$ cat config.mk
export PLATFORM = sky130hd
export DESIGN_NAME = cpu_placement_selector_unit
export DESIGN_NICKNAME = d
export VERILOG_FILES = /design/src/design/cps_pkg.sv /design/src/design/cpu_placement_selector_unit.sv /design/src/design/cps_tables.sv
export SDC_FILE = /design/constraint.sdc
export NUM_CORES = 1
export LEC_CHECK = 0
export ABC_AREA = 1
export BUFFER_PORTS_ARGS = -buffer_cell sky130_fd_sc_hd__buf_2
export CORE_ASPECT_RATIO = 0.75
export CORE_MARGIN = 1.5
export CORE_UTILIZATION = 50
export CTS_CLUSTER_DIAMETER = 120
export DETAILED_ROUTE_END_ITERATION = 7
export PLACE_DENSITY = 0.75
export SLEW_MARGIN = 20
export SYNTH_ARGS = -nofsm -noshare
export SYNTH_HDL_FRONTEND = slang
export SYNTH_SLANG_ARGS = --single-unit
$ cat constraint.sdc
create_clock -name i_clk -period 6.8 [get_ports i_clk]
set_input_delay 2.04 -clock i_clk [delete_from_list [all_inputs] [get_ports i_clk]]
set_output_delay 2.04 -clock i_clk [all_outputs]
set_load 0.1 [all_outputs]
$ cat src/design/cps_pkg.sv
`timescale 1ns / 1ps
`default_nettype none
// -----------------------------------------------------------------------------
// CPU placement selector package
// Shared constants, codes and the table write request type.
// -----------------------------------------------------------------------------
package cps_pkg;

    localparam int CPU_COUNT_MAX    = 16;
    localparam int CPUS_PER_NODE    = 8;
    localparam int THREADS_PER_CORE = 2;

    localparam int CPU_W   = $clog2(CPU_COUNT_MAX);
    localparam int CNT_W   = $clog2(CPU_COUNT_MAX + 1);
    localparam int LOAD_W  = 16;
    localparam int TEMP_W  = 8;
    localparam int VALUE_W = 16;
    localparam int MASK_W  = 16;

    localparam logic [TEMP_W-1:0] TEMP_RESET = TEMP_W'(40);
    localparam logic [TEMP_W-1:0] TEMP_MAX   = '1;

    // Input item kinds.
    localparam logic [1:0] OP_LOAD  = 2'd0;
    localparam logic [1:0] OP_TEMP  = 2'd1;
    localparam logic [1:0] OP_PLACE = 2'd2;

    // Task classes.
    localparam logic [1:0] CLS_NORMAL     = 2'd0;
    localparam logic [1:0] CLS_REALTIME   = 2'd1;
    localparam logic [1:0] CLS_BACKGROUND = 2'd2;

    // Placement policies.
    localparam logic [2:0] POL_FIRST   = 3'd0;
    localparam logic [2:0] POL_BEST    = 3'd1;
    localparam logic [2:0] POL_NUMA    = 3'd2;
    localparam logic [2:0] POL_CACHE   = 3'd3;
    localparam logic [2:0] POL_THERMAL = 3'd4;
    localparam logic [2:0] POL_POWER   = 3'd5;

    // Placement notes.
    localparam logic [1:0] NOTE_PLAIN  = 2'd0;
    localparam logic [1:0] NOTE_LOCAL  = 2'd1;
    localparam logic [1:0] NOTE_REMOTE = 2'd2;
    localparam logic [1:0] NOTE_SHARED = 2'd3;

    // Configuration register indexes.
    localparam logic [1:0] REG_POLICY = 2'd0;
    localparam logic [1:0] REG_ACTIVE = 2'd1;
    localparam logic [1:0] REG_PERF   = 2'd2;
    localparam logic [1:0] REG_EFF    = 2'd3;

    // Register reset values.
    localparam logic [2:0]        POLICY_RST = POL_NUMA;
    localparam logic [CNT_W-1:0]  ACTIVE_RST = CNT_W'(8);
    localparam logic [MASK_W-1:0] PERF_RST   = MASK_W'(16'h000F);
    localparam logic [MASK_W-1:0] EFF_RST    = MASK_W'(16'h00F0);

    // Scan key sources.
    localparam logic [1:0] MODE_FIRST = 2'd0;
    localparam logic [1:0] MODE_LOAD  = 2'd1;
    localparam logic [1:0] MODE_TEMP  = 2'd2;
    localparam logic [1:0] MODE_SCORE = 2'd3;

    // Cache scoring: key is SCORE_NONE minus the score, so a minimum search applies.
    localparam logic [2:0] SCORE_L3   = 3'd4;
    localparam logic [2:0] SCORE_L2   = 3'd2;
    localparam logic [2:0] SCORE_L1   = 3'd1;
    localparam logic [2:0] SCORE_NONE = 3'd7;

    typedef struct packed {
        logic               en;
        logic               is_temp;
        logic [CPU_W-1:0]   addr;
        logic [VALUE_W-1:0] data;
    } t_tbl_wr;

endpackage
`default_nettype wire

$ cat src/design/cpu_placement_selector_unit.sv
`timescale 1ns / 1ps
`default_nettype none
// -----------------------------------------------------------------------------
// CPU placement selector
// Picks a CPU for a task from per-CPU load and temperature tables.
// -----------------------------------------------------------------------------
// Load and temperature reports are written into two small per-CPU memories;
// they produce no result. A placement request produces exactly one result.
// Once it is accepted, the active CPUs are walked one entry per cycle through
// the registered memory read port; an empty allowed mask or an undefined
// policy skips the walk. The walk keeps the first entry with the smallest
// key, which is the load, the temperature, a cache sharing score or simply
// position, depending on the policy. The block takes a new request while the
// previous result still waits on the output register, and only holds a
// finished placement back if that register is still occupied.
// -----------------------------------------------------------------------------
module cpu_placement_selector_unit
    import cps_pkg::*;
(
    input  wire logic        i_clk,
    input  wire logic        i_rst_n,
    // Configuration write port.
    input  wire logic        i_cfg_we,
    input  wire logic [1:0]  i_cfg_index,
    input  wire logic [15:0] i_cfg_wdata,
    // Request stream.
    input  wire logic        s_axis_tvalid,
    output logic             s_axis_tready,
    // tdata: cpu_index[3:0], report_value[19:4], permit_mask[35:20],
    //        prior_cpu[39:36], task_class[41:40], gaming[42], zero pad [47:43]
    input  wire logic [47:0] s_axis_tdata,
    // tuser: op[1:0]
    input  wire logic [1:0]  s_axis_tuser,
    // Result stream.
    output logic             m_axis_tvalid,
    input  wire logic        m_axis_tready,
    // tdata: chosen_cpu[3:0], placement_note[5:4], zero pad [7:6]
    output logic      [7:0]  m_axis_tdata
);

    localparam logic [1:0] ST_IDLE = 2'd0;
    localparam logic [1:0] ST_SCAN = 2'd1;
    localparam logic [1:0] ST_FIN  = 2'd2;

    // Request fields.
    logic [1:0]         in_op;
    logic [CPU_W-1:0]   in_idx;
    logic [VALUE_W-1:0] in_val;
    logic [MASK_W-1:0]  in_allowed;
    logic [CPU_W-1:0]   in_last;
    logic [1:0]         in_cls;
    logic               in_gaming;

    assign in_op      = s_axis_tuser;
    assign in_idx     = s_axis_tdata[3:0];
    assign in_val     = s_axis_tdata[19:4];
    assign in_allowed = s_axis_tdata[35:20];
    assign in_last    = s_axis_tdata[39:36];
    assign in_cls     = s_axis_tdata[41:40];
    assign in_gaming  = s_axis_tdata[42];

    // Configuration registers.
    logic [2:0]        r_policy;
    logic [CNT_W-1:0]  r_active;
    logic [MASK_W-1:0] r_perf;
    logic [MASK_W-1:0] r_eff;

    always_ff @(posedge i_clk) begin
        if (!i_rst_n) begin
            r_policy <= POLICY_RST;
            r_active <= ACTIVE_RST;
            r_perf   <= PERF_RST;
            r_eff    <= EFF_RST;
        end else if (i_cfg_we) begin
            unique case (i_cfg_index)
                REG_POLICY: r_policy <= i_cfg_wdata[2:0];
                REG_ACTIVE: r_active <= i_cfg_wdata[CNT_W-1:0];
                REG_PERF:   r_perf   <= i_cfg_wdata;
                REG_EFF:    r_eff    <= i_cfg_wdata;
                default:    r_policy <= r_policy;
            endcase
        end
    end

    // Number of CPUs actually scanned.
    logic [CNT_W-1:0] lim;
    assign lim = (r_active > CNT_W'(CPU_COUNT_MAX)) ? CNT_W'(CPU_COUNT_MAX) : r_active;

    // Active and same-node masks for the NUMA policy.
    logic [MASK_W-1:0] active_mask;
    logic [MASK_W-1:0] node_mask;
    always_comb begin
        for (int c = 0; c < MASK_W; c++) begin
            active_mask[c] = (CNT_W'(c) < lim);
            node_mask[c]   = ((c / CPUS_PER_NODE) == (int'(in_last) / CPUS_PER_NODE));
        end
    end

    // Control registers.
    logic [1:0]        r_state, n_state;
    logic [CNT_W-1:0]  r_idx, n_idx;
    logic              r_p_vld, n_p_vld;
    logic [CPU_W-1:0]  r_p_idx, n_p_idx;
    logic              r_found, n_found;
    logic              r_out_vld, n_out_vld;
    // Request context and scan result registers.
    logic [MASK_W-1:0] r_mask, n_mask;
    logic [1:0]        r_mode, n_mode;
    logic [CPU_W-1:0]  r_last, n_last;
    logic [CPU_W-1:0]  r_dflt, n_dflt;
    logic [1:0]        r_note_hit, n_note_hit;
    logic [1:0]        r_note_miss, n_note_miss;
    logic [LOAD_W-1:0] r_best_key, n_best_key;
    logic [CPU_W-1:0]  r_best_idx, n_best_idx;
    logic [CPU_W-1:0]  r_out_cpu, n_out_cpu;
    logic [1:0]        r_out_note, n_out_note;

    // Table access.
    t_tbl_wr           tbl_wr;
    logic [LOAD_W-1:0] rd_load;
    logic [TEMP_W-1:0] rd_temp;

    cps_tables u_tables (
        .i_clk     (i_clk),
        .i_rst_n   (i_rst_n),
        .i_wr      (tbl_wr),
        .i_rd_addr (r_idx[CPU_W-1:0]),
        .o_rd_load (rd_load),
        .o_rd_temp (rd_temp)
    );

    logic accept;
    assign s_axis_tready = (r_state == ST_IDLE);
    assign accept        = s_axis_tvalid && s_axis_tready;

    always_comb begin
        tbl_wr.en      = accept && (in_op == OP_LOAD || in_op == OP_TEMP);
        tbl_wr.is_temp = (in_op == OP_TEMP);
        tbl_wr.addr    = in_idx;
        tbl_wr.data    = in_val;
    end

    // Cache sharing score of the entry under comparison against the last CPU.
    logic [2:0] score;
    always_comb begin
        score = '0;
        if (CNT_W'(r_last) < lim) begin
            if ((int'(r_last) / CPUS_PER_NODE) == (int'(r_p_idx) / CPUS_PER_NODE)) begin
                score = score + SCORE_L3;
            end
            if ((int'(r_last) / THREADS_PER_CORE) == (int'(r_p_idx) / THREADS_PER_CORE)) begin
                score = score + SCORE_L2;
            end
            if (r_last == r_p_idx) begin
                score = score + SCORE_L1;
            end
        end
    end

    logic [LOAD_W-1:0] key;
    always_comb begin
        unique case (r_mode)
            MODE_FIRST: key = '0;
            MODE_LOAD:  key = rd_load;
            MODE_TEMP:  key = LOAD_W'(rd_temp);
            MODE_SCORE: key = LOAD_W'(SCORE_NONE - score);
            default:    key = '0;
        endcase
    end

    // Preferred subsets for the best fit, power and NUMA policies.
    logic [MASK_W-1:0] perf_sub, eff_sub, local_sub;
    assign perf_sub  = in_allowed & r_perf;
    assign eff_sub   = in_allowed & r_eff;
    assign local_sub = in_allowed & node_mask & active_mask;

    logic scan_hit;
    assign scan_hit = r_found && !(r_mode == MODE_SCORE && r_best_key == LOAD_W'(SCORE_NONE));

    always_comb begin
        n_state     = r_state;
        n_idx       = r_idx;
        n_p_vld     = 1'b0;
        n_p_idx     = r_idx[CPU_W-1:0];
        n_found     = r_found;
        n_out_vld   = r_out_vld;
        n_mask      = r_mask;
        n_mode      = r_mode;
        n_last      = r_last;
        n_dflt      = r_dflt;
        n_note_hit  = r_note_hit;
        n_note_miss = r_note_miss;
        n_best_key  = r_best_key;
        n_best_idx  = r_best_idx;
        n_out_cpu   = r_out_cpu;
        n_out_note  = r_out_note;

        if (r_out_vld && m_axis_tready) begin
            n_out_vld = 1'b0;
        end

        // Compare the entry read in the previous cycle.
        if (r_p_vld && (!r_found || key < r_best_key)) begin
            n_found    = 1'b1;
            n_best_key = key;
            n_best_idx = r_p_idx;
        end

        unique case (r_state)
            ST_IDLE: begin
                if (accept && in_op == OP_PLACE) begin
                    n_idx       = '0;
                    n_found     = 1'b0;
                    n_last      = in_last;
                    n_mask      = in_allowed;
                    n_mode      = MODE_LOAD;
                    n_dflt      = '0;
                    n_note_hit  = NOTE_PLAIN;
                    n_note_miss = NOTE_PLAIN;
                    n_state     = ST_SCAN;
                    if (in_allowed == '0) begin
                        n_state = ST_FIN;
                    end else begin
                        unique case (r_policy)
                            POL_FIRST: begin
                                n_mode = MODE_FIRST;
                                n_dflt = in_last;
                            end
                            POL_BEST: begin
                                if (in_gaming || in_cls == CLS_REALTIME) begin
                                    n_mask = (perf_sub != '0) ? perf_sub : in_allowed;
                                end else if (in_cls == CLS_BACKGROUND) begin
                                    n_mask = (eff_sub != '0) ? eff_sub : in_allowed;
                                end
                            end
                            POL_NUMA: begin
                                if (local_sub != '0) begin
                                    n_mask      = local_sub;
                                    n_note_hit  = NOTE_LOCAL;
                                    n_note_miss = NOTE_LOCAL;
                                end else begin
                                    n_note_hit  = NOTE_REMOTE;
                                    n_note_miss = NOTE_REMOTE;
                                end
                            end
                            POL_CACHE: begin
                                n_mode     = MODE_SCORE;
                                n_dflt     = in_last;
                                n_note_hit = NOTE_SHARED;
                            end
                            POL_THERMAL: begin
                                n_mode = MODE_TEMP;
                                n_dflt = in_last;
                            end
                            POL_POWER: begin
                                n_mask = (eff_sub != '0) ? eff_sub : in_allowed;
                            end
                            default: begin
                                // Undefined policy: answer the last CPU at once.
                                n_dflt  = in_last;
                                n_state = ST_FIN;
                            end
                        endcase
                    end
                end
            end
            ST_SCAN: begin
                if (r_idx < lim) begin
                    n_p_vld = r_mask[r_idx[CPU_W-1:0]];
                    n_idx   = r_idx + CNT_W'(1);
                end else begin
                    n_state = ST_FIN;
                end
            end
            ST_FIN: begin
                if (!r_out_vld || m_axis_tready) begin
                    n_out_vld  = 1'b1;
                    n_out_cpu  = scan_hit ? r_best_idx : r_dflt;
                    n_out_note = scan_hit ? r_note_hit : r_note_miss;
                    n_state    = ST_IDLE;
                end
            end
            default: n_state = ST_IDLE;
        endcase
    end

    always_ff @(posedge i_clk) begin
        if (!i_rst_n) begin
            r_state   <= ST_IDLE;
            r_idx     <= '0;
            r_p_vld   <= 1'b0;
            r_found   <= 1'b0;
            r_out_vld <= 1'b0;
        end else begin
            r_state   <= n_state;
            r_idx     <= n_idx;
            r_p_vld   <= n_p_vld;
            r_found   <= n_found;
            r_out_vld <= n_out_vld;
        end
    end

    always_ff @(posedge i_clk) begin
        r_p_idx     <= n_p_idx;
        r_mask      <= n_mask;
        r_mode      <= n_mode;
        r_last      <= n_last;
        r_dflt      <= n_dflt;
        r_note_hit  <= n_note_hit;
        r_note_miss <= n_note_miss;
        r_best_key  <= n_best_key;
        r_best_idx  <= n_best_idx;
        r_out_cpu   <= n_out_cpu;
        r_out_note  <= n_out_note;
    end

    assign m_axis_tvalid = r_out_vld;
    assign m_axis_tdata  = {2'b00, r_out_note, r_out_cpu};

endmodule
`default_nettype wire

$ cat src/design/cps_tables.sv
`timescale 1ns / 1ps
`default_nettype none
// -----------------------------------------------------------------------------
// CPU placement selector tables
// Per-CPU load and temperature memories with registered reads.
// -----------------------------------------------------------------------------
module cps_tables
    import cps_pkg::*;
(
    input  wire logic              i_clk,
    input  wire logic              i_rst_n,
    input  wire t_tbl_wr           i_wr,
    input  wire logic [CPU_W-1:0]  i_rd_addr,
    output logic      [LOAD_W-1:0] o_rd_load,
    output logic      [TEMP_W-1:0] o_rd_temp
);

    logic [LOAD_W-1:0] load_mem [CPU_COUNT_MAX];
    logic [TEMP_W-1:0] temp_mem [CPU_COUNT_MAX];

    // An entry not yet written reads as its reset value.
    logic [CPU_COUNT_MAX-1:0] r_load_vld;
    logic [CPU_COUNT_MAX-1:0] r_temp_vld;
    logic [TEMP_W-1:0]        wr_temp;

    assign wr_temp = (i_wr.data > VALUE_W'(TEMP_MAX)) ? TEMP_MAX : i_wr.data[TEMP_W-1:0];

    always_ff @(posedge i_clk) begin
        if (!i_rst_n) begin
            r_load_vld <= '0;
            r_temp_vld <= '0;
        end else if (i_wr.en) begin
            if (i_wr.is_temp) begin
                r_temp_vld[i_wr.addr] <= 1'b1;
            end else begin
                r_load_vld[i_wr.addr] <= 1'b1;
            end
        end
    end

    always_ff @(posedge i_clk) begin
        if (i_wr.en && !i_wr.is_temp) begin
            load_mem[i_wr.addr] <= i_wr.data[LOAD_W-1:0];
        end
        if (i_wr.en && i_wr.is_temp) begin
            temp_mem[i_wr.addr] <= wr_temp;
        end
    end

    always_ff @(posedge i_clk) begin
        o_rd_load <= r_load_vld[i_rd_addr] ? load_mem[i_rd_addr] : '0;
        o_rd_temp <= r_temp_vld[i_rd_addr] ? temp_mem[i_rd_addr] : TEMP_RESET;
    end

endmodule
`default_nettype wire

# Yosys cells after proc, flatten, opt, wreduce, memory -nomap -nowiden
# Memory sizes are Yosys's and may differ from the RTL's. A register that Yosys moved wholly into a read port is not among the register bits.
# Cells that the tools add are included.
# totals
register_bits	142
latch_bits	0
ram_bits	384
mem_bits_ro	0
input_bits	73
output_inout_bits	10
memories	2
# classes
n_addsub	4
n_mul	0
div	0
order_cmp	24
eq_ne	25
shift	0
muxes	48
bitwise_logic	8
reduce_logical	45
# mem_list
memory	words	width	rd	rd_ports_with_merged_regs	write_ports	line_no	source
u_tables.load_mem	16	16	1	1	1	cps_tables.sv:18	logic [LOAD_W-1:0] load_mem [CPU_COUNT_MAX];
u_tables.temp_mem	16	8	1	1	1	cps_tables.sv:19	logic [TEMP_W-1:0] temp_mem [CPU_COUNT_MAX];
# ops
op	count
16-bit two-way mux	6
16-bit AND	4
16-bit one-hot mux with 4 select lines	1
16-bit one-hot mux with 3 select lines	1
16-bit nonzero test	3
4-bit by 5-bit less-than comparator with 1-bit output (first input constant)	8
32-bit logical NOT	1
16-bit bitwise OR	2
3-bit by 5-bit less-than comparator with 1-bit output (first input constant)	4
3-bit two-way mux	6
16-bit by 3-bit == test with 1-bit output (second input constant)	1
16-bit by 8-bit greater-than comparator with 1-bit output (second input constant)	1
16-bit logical NOT	1
16-bit less-than comparator	1
2-bit AND reduction	8
5-bit two-way mux	3
2-bit == test (second input constant)	7
1-bit two-way mux	14
2-bit two-way mux	7
1-bit binary-select mux with 4-bit select	3
2-bit one-hot mux with 3 select lines	2
2-bit by 1-bit == test with 1-bit output (second input constant)	5
1-bit logical AND	10
1-bit by 5-bit less-than comparator with 1-bit output (first input constant)	2
33 further kinds	53

# Logic depth before layout (Yosys ltp)
# logic_depth
word_depth	18
mapped_depth	21
mapped_depth_nobuf	21

# Modules after synthesis
# From an unflattened synthesis, not the netlist that was laid out.
# unflattened
cells_unflattened	2708
hier_area_um2	24963.9
# by_module_without_submodules
mod	n_inst	cells_per_inst	area_per_inst_um2
cps_tables	1	1878	18729.2
cpu_placement_selector_unit	1	830	6234.7

# Worst setup path before layout
# OpenSTA, ideal clock, no wires.
# synth_timing
kind	input to register
from	in s_axis_tvalid
to	mem u_tables.load_mem[10][0] (enable)
arrival_ps	3386
t_required_ps	6410
path_slack_ps	3024
path_stages	7
path_cell_list	nand2_1 -> nor2_1 -> inv_1 -> nor2_1 -> inv_1 -> clkbuf_1 -> nor2_1
# synth_between
elab_chain_cells	5
# synth_rtl
element	line_no	source
start: declaration	cpu_placement_selector_unit.sv:27	input wire logic s_axis_tvalid,
1-bit logical AND	cpu_placement_selector_unit.sv:134	assign accept = s_axis_tvalid && s_axis_tready;
1-bit logical AND	cpu_placement_selector_unit.sv:137	tbl_wr.en = accept && (in_op == OP_LOAD || in_op == OP_TEMP);
1-bit logical AND	cps_tables.sv:42	if (i_wr.en && !i_wr.is_temp) begin
1-bit two-way mux	cps_tables.sv:42	
1-bit two-way mux (not written as such)	cps_tables.sv:43	load_mem[i_wr.addr] <= i_wr.data[LOAD_W-1:0];
end: declaration	cps_tables.sv:18	
# No other way between the ends.

# Final worst setup path
# layout_timing
from	in s_axis_tdata[26]
to	reg r_mask[15], data pin
# layout_between
elab_chain_cells	7
word_cells_on_any_way	15
# layout_rtl
element	line_no	source
start: declaration	cpu_placement_selector_unit.sv:31	input wire logic [47:0] s_axis_tdata,
16-bit AND	cpu_placement_selector_unit.sv:174	assign eff_sub = in_allowed & r_eff;
16-bit nonzero test	cpu_placement_selector_unit.sv:233, cpu_placement_selector_unit.sv:256	
16-bit two-way mux	cpu_placement_selector_unit.sv:233, cpu_placement_selector_unit.sv:256	
16-bit two-way mux	cpu_placement_selector_unit.sv:232	end else if (in_cls == CLS_BACKGROUND) begin
16-bit two-way mux	cpu_placement_selector_unit.sv:230	if (in_gaming || in_cls == CLS_REALTIME) begin
16-bit one-hot mux with 3 select lines	cpu_placement_selector_unit.sv:224	unique case (r_policy)
16-bit two-way mux (*)	cpu_placement_selector_unit.sv:221	if (in_allowed == '0) begin
end signal: assignment	cpu_placement_selector_unit.sv:305	r_mask <= n_mask;
end: declaration	cpu_placement_selector_unit.sv:107	logic [MASK_W-1:0] r_mask, n_mask;
# Every way passes the cells marked *; elsewhere a longest branch is shown, timed or not.
# A chain may end at the register's enable or synchronous reset.

==> metrics.txt <==
Initial Util=0.504; met3 GRT Util=0.0577; Worst setup SP type=input port; buffers added on ports=75; slowest stage delay, CP=~840 ps; IR drop worst, VDD=a little under 0.2 mV; share of the synthesized area in the top cell type=0.571; Tmin final=between 4000 and 5000 ps; flip-flop and latch count after synthesis=550; Max-slew headroom=0.219; worst min path class=reg2reg; CP cell instances=buf_2, inv_1, o22ai_1, nor2_1, nand2_1, nor2_1, inv_1, nand3_1, nand2_1, o21ai_0, a21oi_1, nor2_1; H-tree depth=2; Mapped Cells=about 2200; Clock Skew=roughly 45 ps; cell depth of the worst hold path=0; num rows=roughly 70; CP Max Fanout=13; Worst EP required=7280 ps; Routed Antenna Nets=0; met2 usage=0.358; via count=16956; most frequent cells in the layout=440 x edfxtp_1, 428 x nor2_1, 283 x o21ai_0; # DRC=0; drt first-iter violations=1881; pwr/cell area=approximately 330 nW/µm²; Most Crowded Layer GR=met1; # clock sinks=550; worst slew pin tran=1170 ps; Placed Cells=2772; Die Y=189 µm; most common cell after layout, fill and taps aside=edfxtp_1; CTS tree=built; ys async rst share=0; setup repair bufs after CTS=0; Core ar.=~46000 µm²; Top Ports=83; Worst Setup Path Type=in2reg; Synth cell types=49; fin crit share=0.603; footprint of the multi-input gates=6600 µm²; remaining global-route overflow=0; Post-synth EDFFs=440; CP max stage cell=nor2_1; layout cells sized above 1=0.109; Vias/cell=5.90; total track usage=0.247; Worst Reg-to-Reg Cells=21; pin count of the biggest net entering global routing=approximately 130; Routability Congestion=just over 0.9; Horiz. Die Dim=251 µm; area leader, netlist=edfxtp_1; drt first pass iters=6; synthesized cell area=23100 µm²; initial antenna violation count=0; Longest Clk Path Bufs=3; post-DP HPWL=36000 µm; Die Area=between 40000 and 50000 µm²; Total Neg Setup Slack=0 ps; Fill cells=3718; post-cts resize count=0; worst setup margin=2700 ps; MaxCap Viol Count=0; hold_buf cts=0; fin. max-slew vios=0; post-layout net count=2328; upper clock frequency limit=244 MHz; Skew-Pair Late Insertion Delay=between 600 and 700 ps; CTS root buf=clkbuf_16; Crit path arrival time=about 4600 ps; CP Capture Type=register; area post-placement=24000 µm²; first-pass GRT wire length=89700 µm; vias in the first global route=15778; P_leak=9.54 nW; RSZ-0062 raised after global routing=false; total power=approximately 8.5 mW; drt total wl=about 59000 µm; GR Layer Usage met1=0.367; Seq/Total Area, Yosys=0.667; storage element area=15400 µm²; WL per Instance=20.6 µm; total CTS buffers=between 50 and 60; Layout area overhead=12.0%; Mean Syn Cell Area=10.6 µm²; Yosys Warn Count=0; clock slew at reported path FFs=60 ps; non-filler cells, final=2872; largest cells by area after synthesis=edfxtp_1 57%, dfxtp_1 9.5%, nor2_1 7.3%, o21ai_0 6.1%, nand2_1 3.7%; cell area after layout=25900 µm²; endpoints failing setup=0; CP most frequent cell=nor2_1; Hold Violations, Final=0; ys flop type=edfxtp_1; run status=complete, no violations; dpl ws=2220 ps
synthesized netlist by cell type, types with 2 or more instances:
cell type	instances
a211oi_1	2
a21o_1	4
a21oi_1	62
a221oi_1	6
a31oi_1	3
buf_1	3
buf_2	26
buf_4	4
buf_6	2
clkbuf_1	80
clkinv_1	2
dfxtp_1	110
edfxtp_1	440
ha_1	23
inv_1	174
inv_2	8
mux2_2	6
nand2_1	225
nand2_2	5
nand3_1	77
nand4_1	8
nor2_1	447
nor2_2	3
nor3_1	20
nor3_2	2
nor4_1	4
o2111ai_1	3
o211ai_1	11
o21a_1	2
o21ai_0	283
o21ai_1	13
o221ai_1	48
o22ai_1	61
o31ai_1	2
xor2_1	3
worst max-delay path: cells and delay by family:
family / cells / cell delay (ps)
and+or+nand+nor: 6 / 1480
buffers and inverters: 3 / 690
AOI/OAI and AO/OA: 3 / 360
registers in the layout, indices dropped and copies added (netlist names), 2 cells and up:
| signal | flops |
|---|---|
| u_tables.temp_mem | 128 |
| u_tables.r_temp_vld | 16 |
| r_note_hit | 2 |
| r_mask | 16 |
| r_best_idx | 4 |
| r_perf | 16 |
| r_note_miss | 2 |
| r_out_cpu | 4 |
| r_eff | 16 |
| u_tables.load_mem | 256 |
| r_p_idx | 4 |
| r_last | 4 |
| r_state | 2 |
| r_idx | 5 |
| r_policy | 3 |
| r_mode | 2 |
| r_active | 5 |
| u_tables.o_rd_load | 16 |
| r_dflt | 4 |
| u_tables.r_load_vld | 16 |
| r_best_key | 16 |
| r_out_note | 2 |
| u_tables.o_rd_temp | 8 |
layer usage:
metal / share of wire / up-vias / wire length, µm
met1: 0.43 / 8243 / 25700
met3: 0.11 / 107 / 6490
met5: 0 / - / 0
li1: - / 7750 / -
met4: 0.025 / 0 / 1500
met2: 0.43 / 856 / 25600
where the power goes:
group | switching, mW | internal [mW]
registers | 0.122 | 3.74
clock network | 1.31 | 1.72
logic | 1.14 | 0.449
final timing paths:
path / slack (ps) / end / start
min: 450 / r_best_idx[0]$_DFFE_PP_ / r_p_idx[0]$_DFF_P_
max: 2700 / r_mask[15]$_DFFE_PP_ / s_axis_tdata[26]
min reg2reg: 450 / r_best_idx[0]$_DFFE_PP_ / r_p_idx[0]$_DFF_P_
max reg2reg: 3270 / r_best_key[5]$_DFFE_PP_ / r_active[4]$_SDFFE_PN0P_
through the flow:
stage                     hold slack (ps)  utilization
after floorplan                       368            -
after global placement                438        0.524
after detailed placement              442        0.524
after CTS                             456        0.564
after global routing                  476        0.565
final                                 453        0.565
logic make-up after synthesis:
logic type                 Yosys count  share of synthesized area
and+or+nand+nor                    796                      0.138
other                                1                   0.000162
adders and majority gates           23                     0.0124
muxes                                7                    0.00335
xor gates and xnor gates             3                    0.00114
buffers and inverters              300                     0.0515
AOI/OAI and AO/OA                  506                      0.127
DFF                                550                      0.667
cell type report:
class	count	share of cell area
flip-flops and latches	550	0.596
inverters	185	0.0271
diodes	1	0.0000966
clock inverters	34	0.0147
well taps	595	0.0288
repair buffers	105	0.0232
clock buffers	65	0.0557
multi-input cells	1337	0.255
No activity file was read; power rests on OpenSTA's default activity.
